$ cat src/design/stb_pkg.sv
// Shared types, constants and helpers for the software timer bank.
`timescale 1ns / 1ps
`default_nettype none
package stb_pkg;
    localparam int NUM_TIMERS  = 32;
    localparam int COUNT_WIDTH = 32;
    localparam int MAX_RESULTS = 32;
    localparam int HEAD_W      = (NUM_TIMERS > 1) ? $clog2(NUM_TIMERS) : 1;
    localparam int WALK_W      = $clog2(NUM_TIMERS + 1);
    localparam int SCALE_W     = 16;
    localparam int PROD_W      = 32;
    localparam int WIDE_W      = (COUNT_WIDTH > PROD_W) ? COUNT_WIDTH : PROD_W;

    localparam int PER_MINUTE = 60;
    localparam int PER_SECOND = 10;
    localparam int PER_TENTH  = 100;

    localparam logic [2:0] OP_START   = 3'd0;
    localparam logic [2:0] OP_SET     = 3'd1;
    localparam logic [2:0] OP_GET     = 3'd2;
    localparam logic [2:0] OP_STANDBY = 3'd3;
    localparam logic [2:0] OP_STOP    = 3'd4;
    localparam logic [2:0] OP_CLOSE   = 3'd5;
    localparam logic [2:0] OP_TICK    = 3'd6;
    localparam logic [2:0] OP_POLL    = 3'd7;

    localparam logic [1:0] BASE_MS     = 2'd0;
    localparam logic [1:0] BASE_TENTHS = 2'd1;
    localparam logic [1:0] BASE_SEC    = 2'd2;
    localparam logic [1:0] BASE_MIN    = 2'd3;

    typedef struct packed {
        logic [COUNT_WIDTH-1:0] count;
        logic                   expired;
        logic                   paused;
        logic [1:0]             base;
    } t_timer;

    function automatic logic [SCALE_W-1:0] scale_of(input logic [1:0] code);
        logic [SCALE_W-1:0] s;
        unique case (code)
            BASE_TENTHS: s = SCALE_W'(PER_TENTH);
            BASE_SEC:    s = SCALE_W'(PER_SECOND * PER_TENTH);
            BASE_MIN:    s = SCALE_W'(PER_MINUTE * PER_SECOND * PER_TENTH);
            default:     s = SCALE_W'(1);
        endcase
        return s;
    endfunction
endpackage
`default_nettype wire

$ cat src/design/stb_cell.sv
// One timer cell of the rotating ring.
`timescale 1ns / 1ps
`default_nettype none
module stb_cell
    import stb_pkg::*;
(
    input  wire         i_clk,
    input  wire         i_rst_n,
    input  wire         i_clr,
    input  wire         i_en,
    input  wire t_timer i_d,
    output t_timer      o_q
);
    t_timer r_q;

    always_ff @(posedge i_clk) begin
        if (!i_rst_n || i_clr) begin
            r_q <= '0;
        end else if (i_en) begin
            r_q <= i_d;
        end
    end

    assign o_q = r_q;
endmodule
`default_nettype wire

$ cat src/design/stb_div.sv
// Count-to-base-units divider by reciprocal multiplication; operands and product are registered.
`timescale 1ns / 1ps
`default_nettype none
module stb_div
    import stb_pkg::*;
(
    input  wire                    i_clk,
    input  wire                    i_rst_n,
    input  wire                    i_start,
    input  wire [COUNT_WIDTH-1:0]  i_dividend,
    input  wire [1:0]              i_base,
    output logic                   o_done,
    output logic [COUNT_WIDTH-1:0] o_quot
);
    // q = (x * M) >> s, exact for any 32-bit count
    localparam logic [31:0] MAGIC_TENTHS = 32'd2748779070; // 2^38 / 100, rounded up
    localparam logic [31:0] MAGIC_SEC    = 32'd2199023256; // 2^41 / 1000, rounded up
    localparam logic [31:0] MAGIC_MIN    = 32'd2345624806; // 2^47 / 60000, rounded up
    localparam int          PW           = COUNT_WIDTH + 32;

    logic                   r_busy, r_done;
    logic [1:0]             r_base;
    logic [COUNT_WIDTH-1:0] r_x;
    logic [31:0]            r_m;
    logic [PW-1:0]          r_prod;

    always_ff @(posedge i_clk) begin
        if (!i_rst_n) begin
            r_busy <= 1'b0;
            r_done <= 1'b0;
        end else begin
            r_busy <= i_start;
            r_done <= r_busy;
        end
    end

    always_ff @(posedge i_clk) begin
        if (i_start) begin
            r_x    <= i_dividend;
            r_base <= i_base;
            unique case (i_base)
                BASE_TENTHS: r_m <= MAGIC_TENTHS;
                BASE_SEC:    r_m <= MAGIC_SEC;
                BASE_MIN:    r_m <= MAGIC_MIN;
                default:     r_m <= 32'd1;
            endcase
        end
        if (r_busy) begin
            r_prod <= PW'(r_x) * PW'(r_m);
        end
    end

    always_comb begin
        unique case (r_base)
            BASE_TENTHS: o_quot = COUNT_WIDTH'(r_prod >> 38);
            BASE_SEC:    o_quot = COUNT_WIDTH'(r_prod >> 41);
            BASE_MIN:    o_quot = COUNT_WIDTH'(r_prod >> 47);
            default:     o_quot = r_x;
        endcase
    end

    assign o_done = r_done;
endmodule
`default_nettype wire

$ cat src/design/software_timer_bank_core.sv
// Top level: timer bank built as a rotating ring of timer cells.
// A single-timer op rotates its cell to the head, applies the op there and then registers
//   its beat; get also waits for the registered multiply of the divider.
// Tick walks the ring once; poll seeks timer 0 and then walks the ring once, and
//   output stalls can hold a poll walk and the final beat.
// One item at a time; the next one is taken once its last beat is registered.
// Synchronous active-low reset clears all timers, the sequencer and the output.
`timescale 1ns / 1ps
`default_nettype none
module software_timer_bank_core
    import stb_pkg::*;
(
    input  wire         i_clk,
    input  wire         i_rst_n,
    input  wire         i_valid,
    output logic        o_ready,
    input  wire  [2:0]  i_operation,
    input  wire  [4:0]  i_timer_index,
    input  wire  [15:0] i_time_value,
    input  wire  [1:0]  i_time_base,
    input  wire         i_pause,
    output logic        o_valid,
    input  wire         i_ready,
    output logic [4:0]  o_result_index,
    output logic [31:0] o_read_value,
    output logic        o_expired_valid,
    output logic        o_last
);
    localparam logic [2:0] S_IDLE  = 3'd0;
    localparam logic [2:0] S_SEEK  = 3'd1;
    localparam logic [2:0] S_APPLY = 3'd2;
    localparam logic [2:0] S_WALK  = 3'd3;
    localparam logic [2:0] S_DIV   = 3'd4;
    localparam logic [2:0] S_EMIT  = 3'd5;

    logic [2:0]        r_state, n_state;
    logic [2:0]        r_op;
    logic [4:0]        r_idx;
    logic [15:0]       r_tv;
    logic [1:0]        r_tb;
    logic              r_ps;
    logic [HEAD_W-1:0] r_head, r_target;
    logic [WALK_W-1:0] r_cnt;
    logic              r_pend_v;
    logic [4:0]        r_pend_idx;
    logic [4:0]        r_res_idx;
    logic [31:0]       r_res_val;
    logic              r_res_exp;
    logic              r_ov, r_o_exp, r_o_last;
    logic [4:0]        r_o_idx;
    logic [31:0]       r_o_val;

    t_timer cells [NUM_TIMERS];
    t_timer head, head_new;

    // ring control
    logic shift, hload, clr_all, accept, out_free, ok, stall, walk_push, walk_end;
    logic div_start, div_done;
    logic [COUNT_WIDTH-1:0] quot;

    // scaling multiplier with saturation
    logic [SCALE_W-1:0]     scale;
    logic [PROD_W-1:0]      prod;
    logic [WIDE_W-1:0]      wide;
    logic [COUNT_WIDTH-1:0] scaled;

    assign accept   = i_valid && o_ready;
    assign o_ready  = (r_state == S_IDLE);
    assign out_free = !r_ov || i_ready;
    assign ok       = int'(r_idx) < NUM_TIMERS;
    assign head     = cells[0];

    always_comb begin
        scale  = scale_of((r_op == OP_START) ? r_tb : head.base);
        prod   = PROD_W'(r_tv) * PROD_W'(scale);
        wide   = WIDE_W'(prod);
        scaled = (wide > WIDE_W'({COUNT_WIDTH{1'b1}})) ? {COUNT_WIDTH{1'b1}}
                                                       : COUNT_WIDTH'(wide);
    end

    // head processing: the cell at the head is rewritten as it passes;
    // cells rotated past during a seek go round unchanged
    always_comb begin
        head_new = head;
        if (r_state == S_WALK) begin
            if (r_op == OP_TICK) begin
                if (head.count != '0 && !head.paused) begin
                    head_new.count = head.count - 1'b1;
                    if (head.count == COUNT_WIDTH'(1)) head_new.expired = 1'b1;
                end
            end else begin
                head_new.expired = 1'b0;
            end
        end else if (r_state == S_APPLY) begin
            unique case (r_op)
                OP_START: begin
                    head_new.count   = scaled;
                    head_new.base    = r_tb;
                    head_new.expired = (scaled == '0);
                end
                OP_SET:     head_new.count  = scaled;
                OP_STANDBY: head_new.paused = r_ps;
                OP_STOP:    head_new        = '0;
                default:    head_new        = head;
            endcase
        end
    end

    // poll: an expired timer is held as pending so the final one can carry last
    assign stall     = (r_state == S_WALK) && (r_op == OP_POLL) && head.expired
                       && r_pend_v && !out_free;
    assign walk_push = (r_state == S_WALK) && (r_op == OP_POLL) && head.expired
                       && r_pend_v && out_free;
    assign shift     = ((r_state == S_WALK) && !stall)
                       || ((r_state == S_SEEK) && (r_head != r_target));
    assign walk_end  = (r_state == S_WALK) && !stall
                       && (r_cnt == WALK_W'(NUM_TIMERS - 1));
    assign hload     = (r_state == S_APPLY) && (r_op != OP_CLOSE);
    assign clr_all   = (r_state == S_APPLY) && (r_op == OP_CLOSE);
    assign div_start = (r_state == S_APPLY) && (r_op == OP_GET);

    for (genvar k = 0; k < NUM_TIMERS; k++) begin : g_ring
        t_timer d;
        logic   en;
        if (k == NUM_TIMERS - 1) begin : g_tail
            assign d = head_new;
        end else if (k == 0) begin : g_head
            assign d = shift ? cells[k+1] : head_new;
        end else begin : g_mid
            assign d = cells[k+1];
        end
        assign en = shift || ((k == 0) && hload);
        stb_cell u_cell (
            .i_clk   (i_clk),
            .i_rst_n (i_rst_n),
            .i_clr   (clr_all),
            .i_en    (en),
            .i_d     (d),
            .o_q     (cells[k])
        );
    end

    stb_div u_div (
        .i_clk      (i_clk),
        .i_rst_n    (i_rst_n),
        .i_start    (div_start),
        .i_dividend (head.count),
        .i_base     (head.base),
        .o_done     (div_done),
        .o_quot     (quot)
    );

    always_comb begin
        n_state = r_state;
        unique case (r_state)
            S_IDLE: begin
                if (accept) begin
                    if (i_operation == OP_TICK) begin
                        n_state = S_WALK;
                    end else if (i_operation == OP_POLL
                                 || i_operation == OP_CLOSE) begin
                        n_state = (i_operation == OP_POLL) ? S_SEEK : S_APPLY;
                    end else if (int'(i_timer_index) < NUM_TIMERS) begin
                        n_state = S_SEEK;
                    end else begin
                        n_state = S_EMIT;
                    end
                end
            end
            S_SEEK: begin
                if (r_head == r_target) n_state = (r_op == OP_POLL) ? S_WALK : S_APPLY;
            end
            S_APPLY: n_state = (r_op == OP_GET) ? S_DIV : S_EMIT;
            S_WALK:  if (walk_end) n_state = S_EMIT;
            S_DIV:   if (div_done) n_state = S_EMIT;
            S_EMIT:  if (out_free) n_state = S_IDLE;
            default: n_state = S_IDLE;
        endcase
    end

    always_ff @(posedge i_clk) begin
        if (!i_rst_n) begin
            r_state  <= S_IDLE;
            r_head   <= '0;
            r_cnt    <= '0;
            r_pend_v <= 1'b0;
            r_ov     <= 1'b0;
        end else begin
            r_state <= n_state;
            if (shift) begin
                r_head <= (r_head == HEAD_W'(NUM_TIMERS - 1)) ? '0 : r_head + 1'b1;
            end
            if (accept) begin
                r_cnt    <= '0;
                r_pend_v <= 1'b0;
            end else if ((r_state == S_WALK) && !stall) begin
                r_cnt <= r_cnt + 1'b1;
                if (r_op == OP_POLL && head.expired) r_pend_v <= 1'b1;
            end
            if ((r_state == S_EMIT && out_free) || walk_push) begin
                r_ov <= 1'b1;
            end else if (i_ready) begin
                r_ov <= 1'b0;
            end
        end
    end

    always_ff @(posedge i_clk) begin
        if (accept) begin
            r_op      <= i_operation;
            r_idx     <= i_timer_index;
            r_tv      <= i_time_value;
            r_tb      <= i_time_base;
            r_ps      <= i_pause;
            r_target  <= (i_operation == OP_POLL) ? '0 : HEAD_W'(i_timer_index);
            r_res_idx <= i_timer_index;
            r_res_val <= '0;
            r_res_exp <= 1'b0;
        end
        if ((r_state == S_WALK) && !stall && (r_op == OP_POLL)) begin
            if (head.expired) begin
                r_pend_idx <= 5'(r_head);
                if (walk_end) begin
                    r_res_idx <= 5'(r_head);
                    r_res_exp <= 1'b1;
                end
            end else if (walk_end && r_pend_v) begin
                r_res_idx <= r_pend_idx;
                r_res_exp <= 1'b1;
            end
        end
        if ((r_state == S_DIV) && div_done && ok) r_res_val <= 32'(quot);
        if (walk_push) begin
            r_o_idx  <= r_pend_idx;
            r_o_val  <= '0;
            r_o_exp  <= 1'b1;
            r_o_last <= 1'b0;
        end else if (r_state == S_EMIT && out_free) begin
            r_o_idx  <= r_res_idx;
            r_o_val  <= r_res_val;
            r_o_exp  <= r_res_exp;
            r_o_last <= 1'b1;
        end
    end

    assign o_valid         = r_ov;
    assign o_result_index  = r_o_idx;
    assign o_read_value    = r_o_val;
    assign o_expired_valid = r_o_exp;
    assign o_last          = r_o_last;
endmodule
`default_nettype wire

$ cat config.mk
export PLATFORM = sky130hd
export DESIGN_NAME = software_timer_bank_core
export DESIGN_NICKNAME = d
export VERILOG_FILES = /design/src/design/stb_pkg.sv /design/src/design/stb_cell.sv /design/src/design/stb_div.sv /design/src/design/software_timer_bank_core.sv
export SDC_FILE = /design/constraint.sdc
export NUM_CORES = 2
export LEC_CHECK = 0
export BUFFER_PORTS_ARGS = -buffer_cell sky130_fd_sc_hd__buf_2
export CAP_MARGIN = 20
export CORE_MARGIN = 2
export CORE_UTILIZATION = 25
export CTS_CLUSTER_DIAMETER = 150
export CTS_CLUSTER_SIZE = 28
export DETAILED_ROUTE_END_ITERATION = 16
export PLACE_DENSITY = 0.49
export REMOVE_ABC_BUFFERS = 1
export SLEW_MARGIN = 10
export SYNTH_ARGS = -nofsm -noshare
export SYNTH_HDL_FRONTEND = slang
export SYNTH_SLANG_ARGS = --single-unit
$ cat constraint.sdc
create_clock -name i_clk -period 9.2 [get_ports i_clk]
set_clock_uncertainty 0.2 [all_clocks]
set_input_delay 0.92 -clock i_clk [delete_from_list [all_inputs] [get_ports i_clk]]
set_output_delay 0.92 -clock i_clk [all_outputs]
set_load 0.01 [all_outputs]
==> metrics.txt <==
Crit Path Category reg -> reg; ys flop type dfxtp_1; Max Slew Vio Count 0; Die Height 571 µm; root buffer cell clkbuf_16; total gr overflow 0; achievable clock frequency 113 MHz; Seq cells post-synth 1346; RSZ-0062 raised after global routing false; Final Util 27.5%; sequential share of the synthesized area 35.2%; CP startpoint kind register; final setup fails 0; Starting Density 25.1%; CTS tree built; first-pass GRT wire length 340000 µm; Distinct cells, synth 91; cell count after synthesis 9167; wire length per cell 16.1 µm; Total GRT Usage 13.1%; required time of the worst setup path 9.49 ns; hpwl dp 164000 µm; worst slew pin tran 1.14 ns; fin crit period 8.88 ns; Final period util 96.5%; GP Congestion 0.936; die width 571 µm; Worst EP arrival 9.17 ns; number of global-route vias before repair 57900; syn avg cell area 8.78 µm²; mapped cell area 80500 µm²; PortBufs 71; Synth async-reset ratio 0%; final hold violation count 0; P&R area growth vs syn 9.73%; Ports 72; die area 327000 µm²; Hold-fix buffers, CTS 0; status completed; most frequent cells in the layout nand2_1 (2471), a21oi_1 (1261), dfxtp_1 (1210), inv_1 (1181), fa_1 (798); Worst setup EP type register; initial drt markers 4142; Num CTS Buffers 54; Min-Delay Path Class in -> reg; Post-route DRC 0; H-tree depth 2; Slowest-stage cell, CP or4b_2; Slew headroom 24.1%; initial antenna violation count 10; most used cell, CP inv_1; largest net degree at the start of global routing 229; Setup TNS Final 0 ns; standard-cell row count 208; FILL cells 35000; CORE AREA 321000 µm²; Nets 10500; CTS Sinks 1346; Detail Route Antenna Nets 0; CTS max path bufs 3; fraction of final layout cells sized beyond drive strength 1 5.21%; register clock-pin slew on the reported worst setup and hold paths 0.12 ns; DR vias/cell 4.33; largest fanout on the critical path 22; aggregate routed wire length 216000 µm; max_cap viols 0; CP max stage delay 0.74 ns; Detailed Routing Iterations Pass 1 5; EDFF count, synth 136; vias 58100; commonest non-fill, non-tap cell in the layout nand2_1; Ys Warns 0; Worst-Skew Late Latency 0.73 ns
logic make-up (layout without fill, tap and decap cells):
| kind of cell | after synthesis | in the layout | synth area share, % |
|---|---|---|---|
| multiplexers | 47 | 47 | 0.858 |
| adder cells (fa/ha/maj) | 1387 | 1387 | 29.0 |
| AO/OA/AOI/OAI | 1616 | 1616 | 10.9 |
| AND/OR/NAND/NOR | 3068 | 3068 | 15.6 |
| buffers and inverters | 1645 | 1609 | 7.86 |
| XOR/XNOR | 58 | 58 | 0.631 |
| flip-flops | 1346 | 1346 | 35.2 |
| other | 0 | 2 | 0 |
per-stage QoR:
stage	cells	hold slack, ns	worst slack [ns]	instance area, µm²
floorplan	8703	0.229	-53.08	78600
global placement	13400	0.239	0.154	86800
detailed placement	13400	0.243	0.210	86800
CTS	13400	0.103	0.189	88300
global route	13400	0.119	0.0542	88300
finish	13400	0.173	0.319	88300
cell type report:
cell class / count / area (µm²) / area share [%]
Clock buffer: 70 / 1410 / 1.60
Tap cell: 4305 / 5390 / 6.10
Inverter: 1181 / 4430 / 5.02
Clock inverter: 5 / 108 / 0.122
Timing Repair Buffer: 353 / 2760 / 3.12
Sequential cell: 1346 / 28300 / 32.0
Multi-Input combinational cell: 6176 / 45900 / 52.0
Antenna cell: 2 / 5.00 / 0.00567
worst paths after layout:
kind	start	end	slack (ns)	cells after the start
worst max-delay path	u_div.r_m[20]	u_div.r_prod[63]	0.32	32
worst min-delay path	i_pause	r_ps	0.17	1
worst max register to register	u_div.r_m[20]	u_div.r_prod[63]	0.32	32
worst min register to register	g_ring[3].u_cell.o_q[31]	g_ring[2].u_cell.o_q[31]	0.21	2
critical path: cells and delay by family, from the launching register on:
family | cells | cell delay [ns]
adders and majority gates | 9 | 4.09
and+or+nand+nor | 6 | 1.78
buffers and inverters | 12 | 1.13
AOI/OAI and AO/OA | 5 | 0.96
DFF | 1 | 0.46
cell usage after synthesis (8+ instances only):
library cell	instances	share of area (%)
nand2_1	2471	12
a21oi_1	1261	7.8
dfxtp_1	1210	30
inv_1	1181	5.5
fa_1	798	20
ha_1	589	9.2
clkbuf_1	382	1.8
nor2_1	174	0.81
and2_1	159	1.2
edfxtp_1	136	5.1
o21ai_0	116	0.72
buf_2	64	0.40
nor3_1	58	0.36
nand3_1	52	0.32
a21o_1	43	0.40
a211oi_1	42	0.39
xnor2_1	34	0.37
nor2b_1	32	0.25
a31oi_1	27	0.21
mux2i_1	24	0.30
xor2_1	24	0.26
mux4_2	17	0.48
and3_1	16	0.12
nand4_1	16	0.12
nor4_1	16	0.12
nand2b_1	14	0.11
o21a_1	14	0.13
o211ai_1	12	0.11
a221oi_1	11	0.12
o31ai_1	10	0.093
buf_1	9	0.042
or3_1	8	0.062
per-layer routing:
metal | routed length (µm) | share of wire [%] | global-route usage (%) | vias up
met3 | 7210 | 3.3 | 1.07 | 230
met2 | 97900 | 45 | 21.0 | 809
met5 | 25 | 0.012 | 0 | -
met4 | 6950 | 3.2 | 3.91 | 4
li1 | - | - | - | 28900
met1 | 104000 | 48 | 18.5 | 28200
registers in the layout (all words and copies together), names as in the netlist, 6 cells and up:
signal,count
r_tv,16
r_res_val,32
u_div.r_x,32
u_div.r_m,7
g_ring.u_cell.o_q,1152
r_cnt,6
o_read_value,32
u_div.r_prod,26
repair_timing:
item,CTS,global route
endpoints found under the setup margin,0,4
gates resized for setup,0,2
setup buffers,0,2
Power is not shown: default switching activity piles up to over one toggle a cycle in this logic, so the estimate is an artifact.
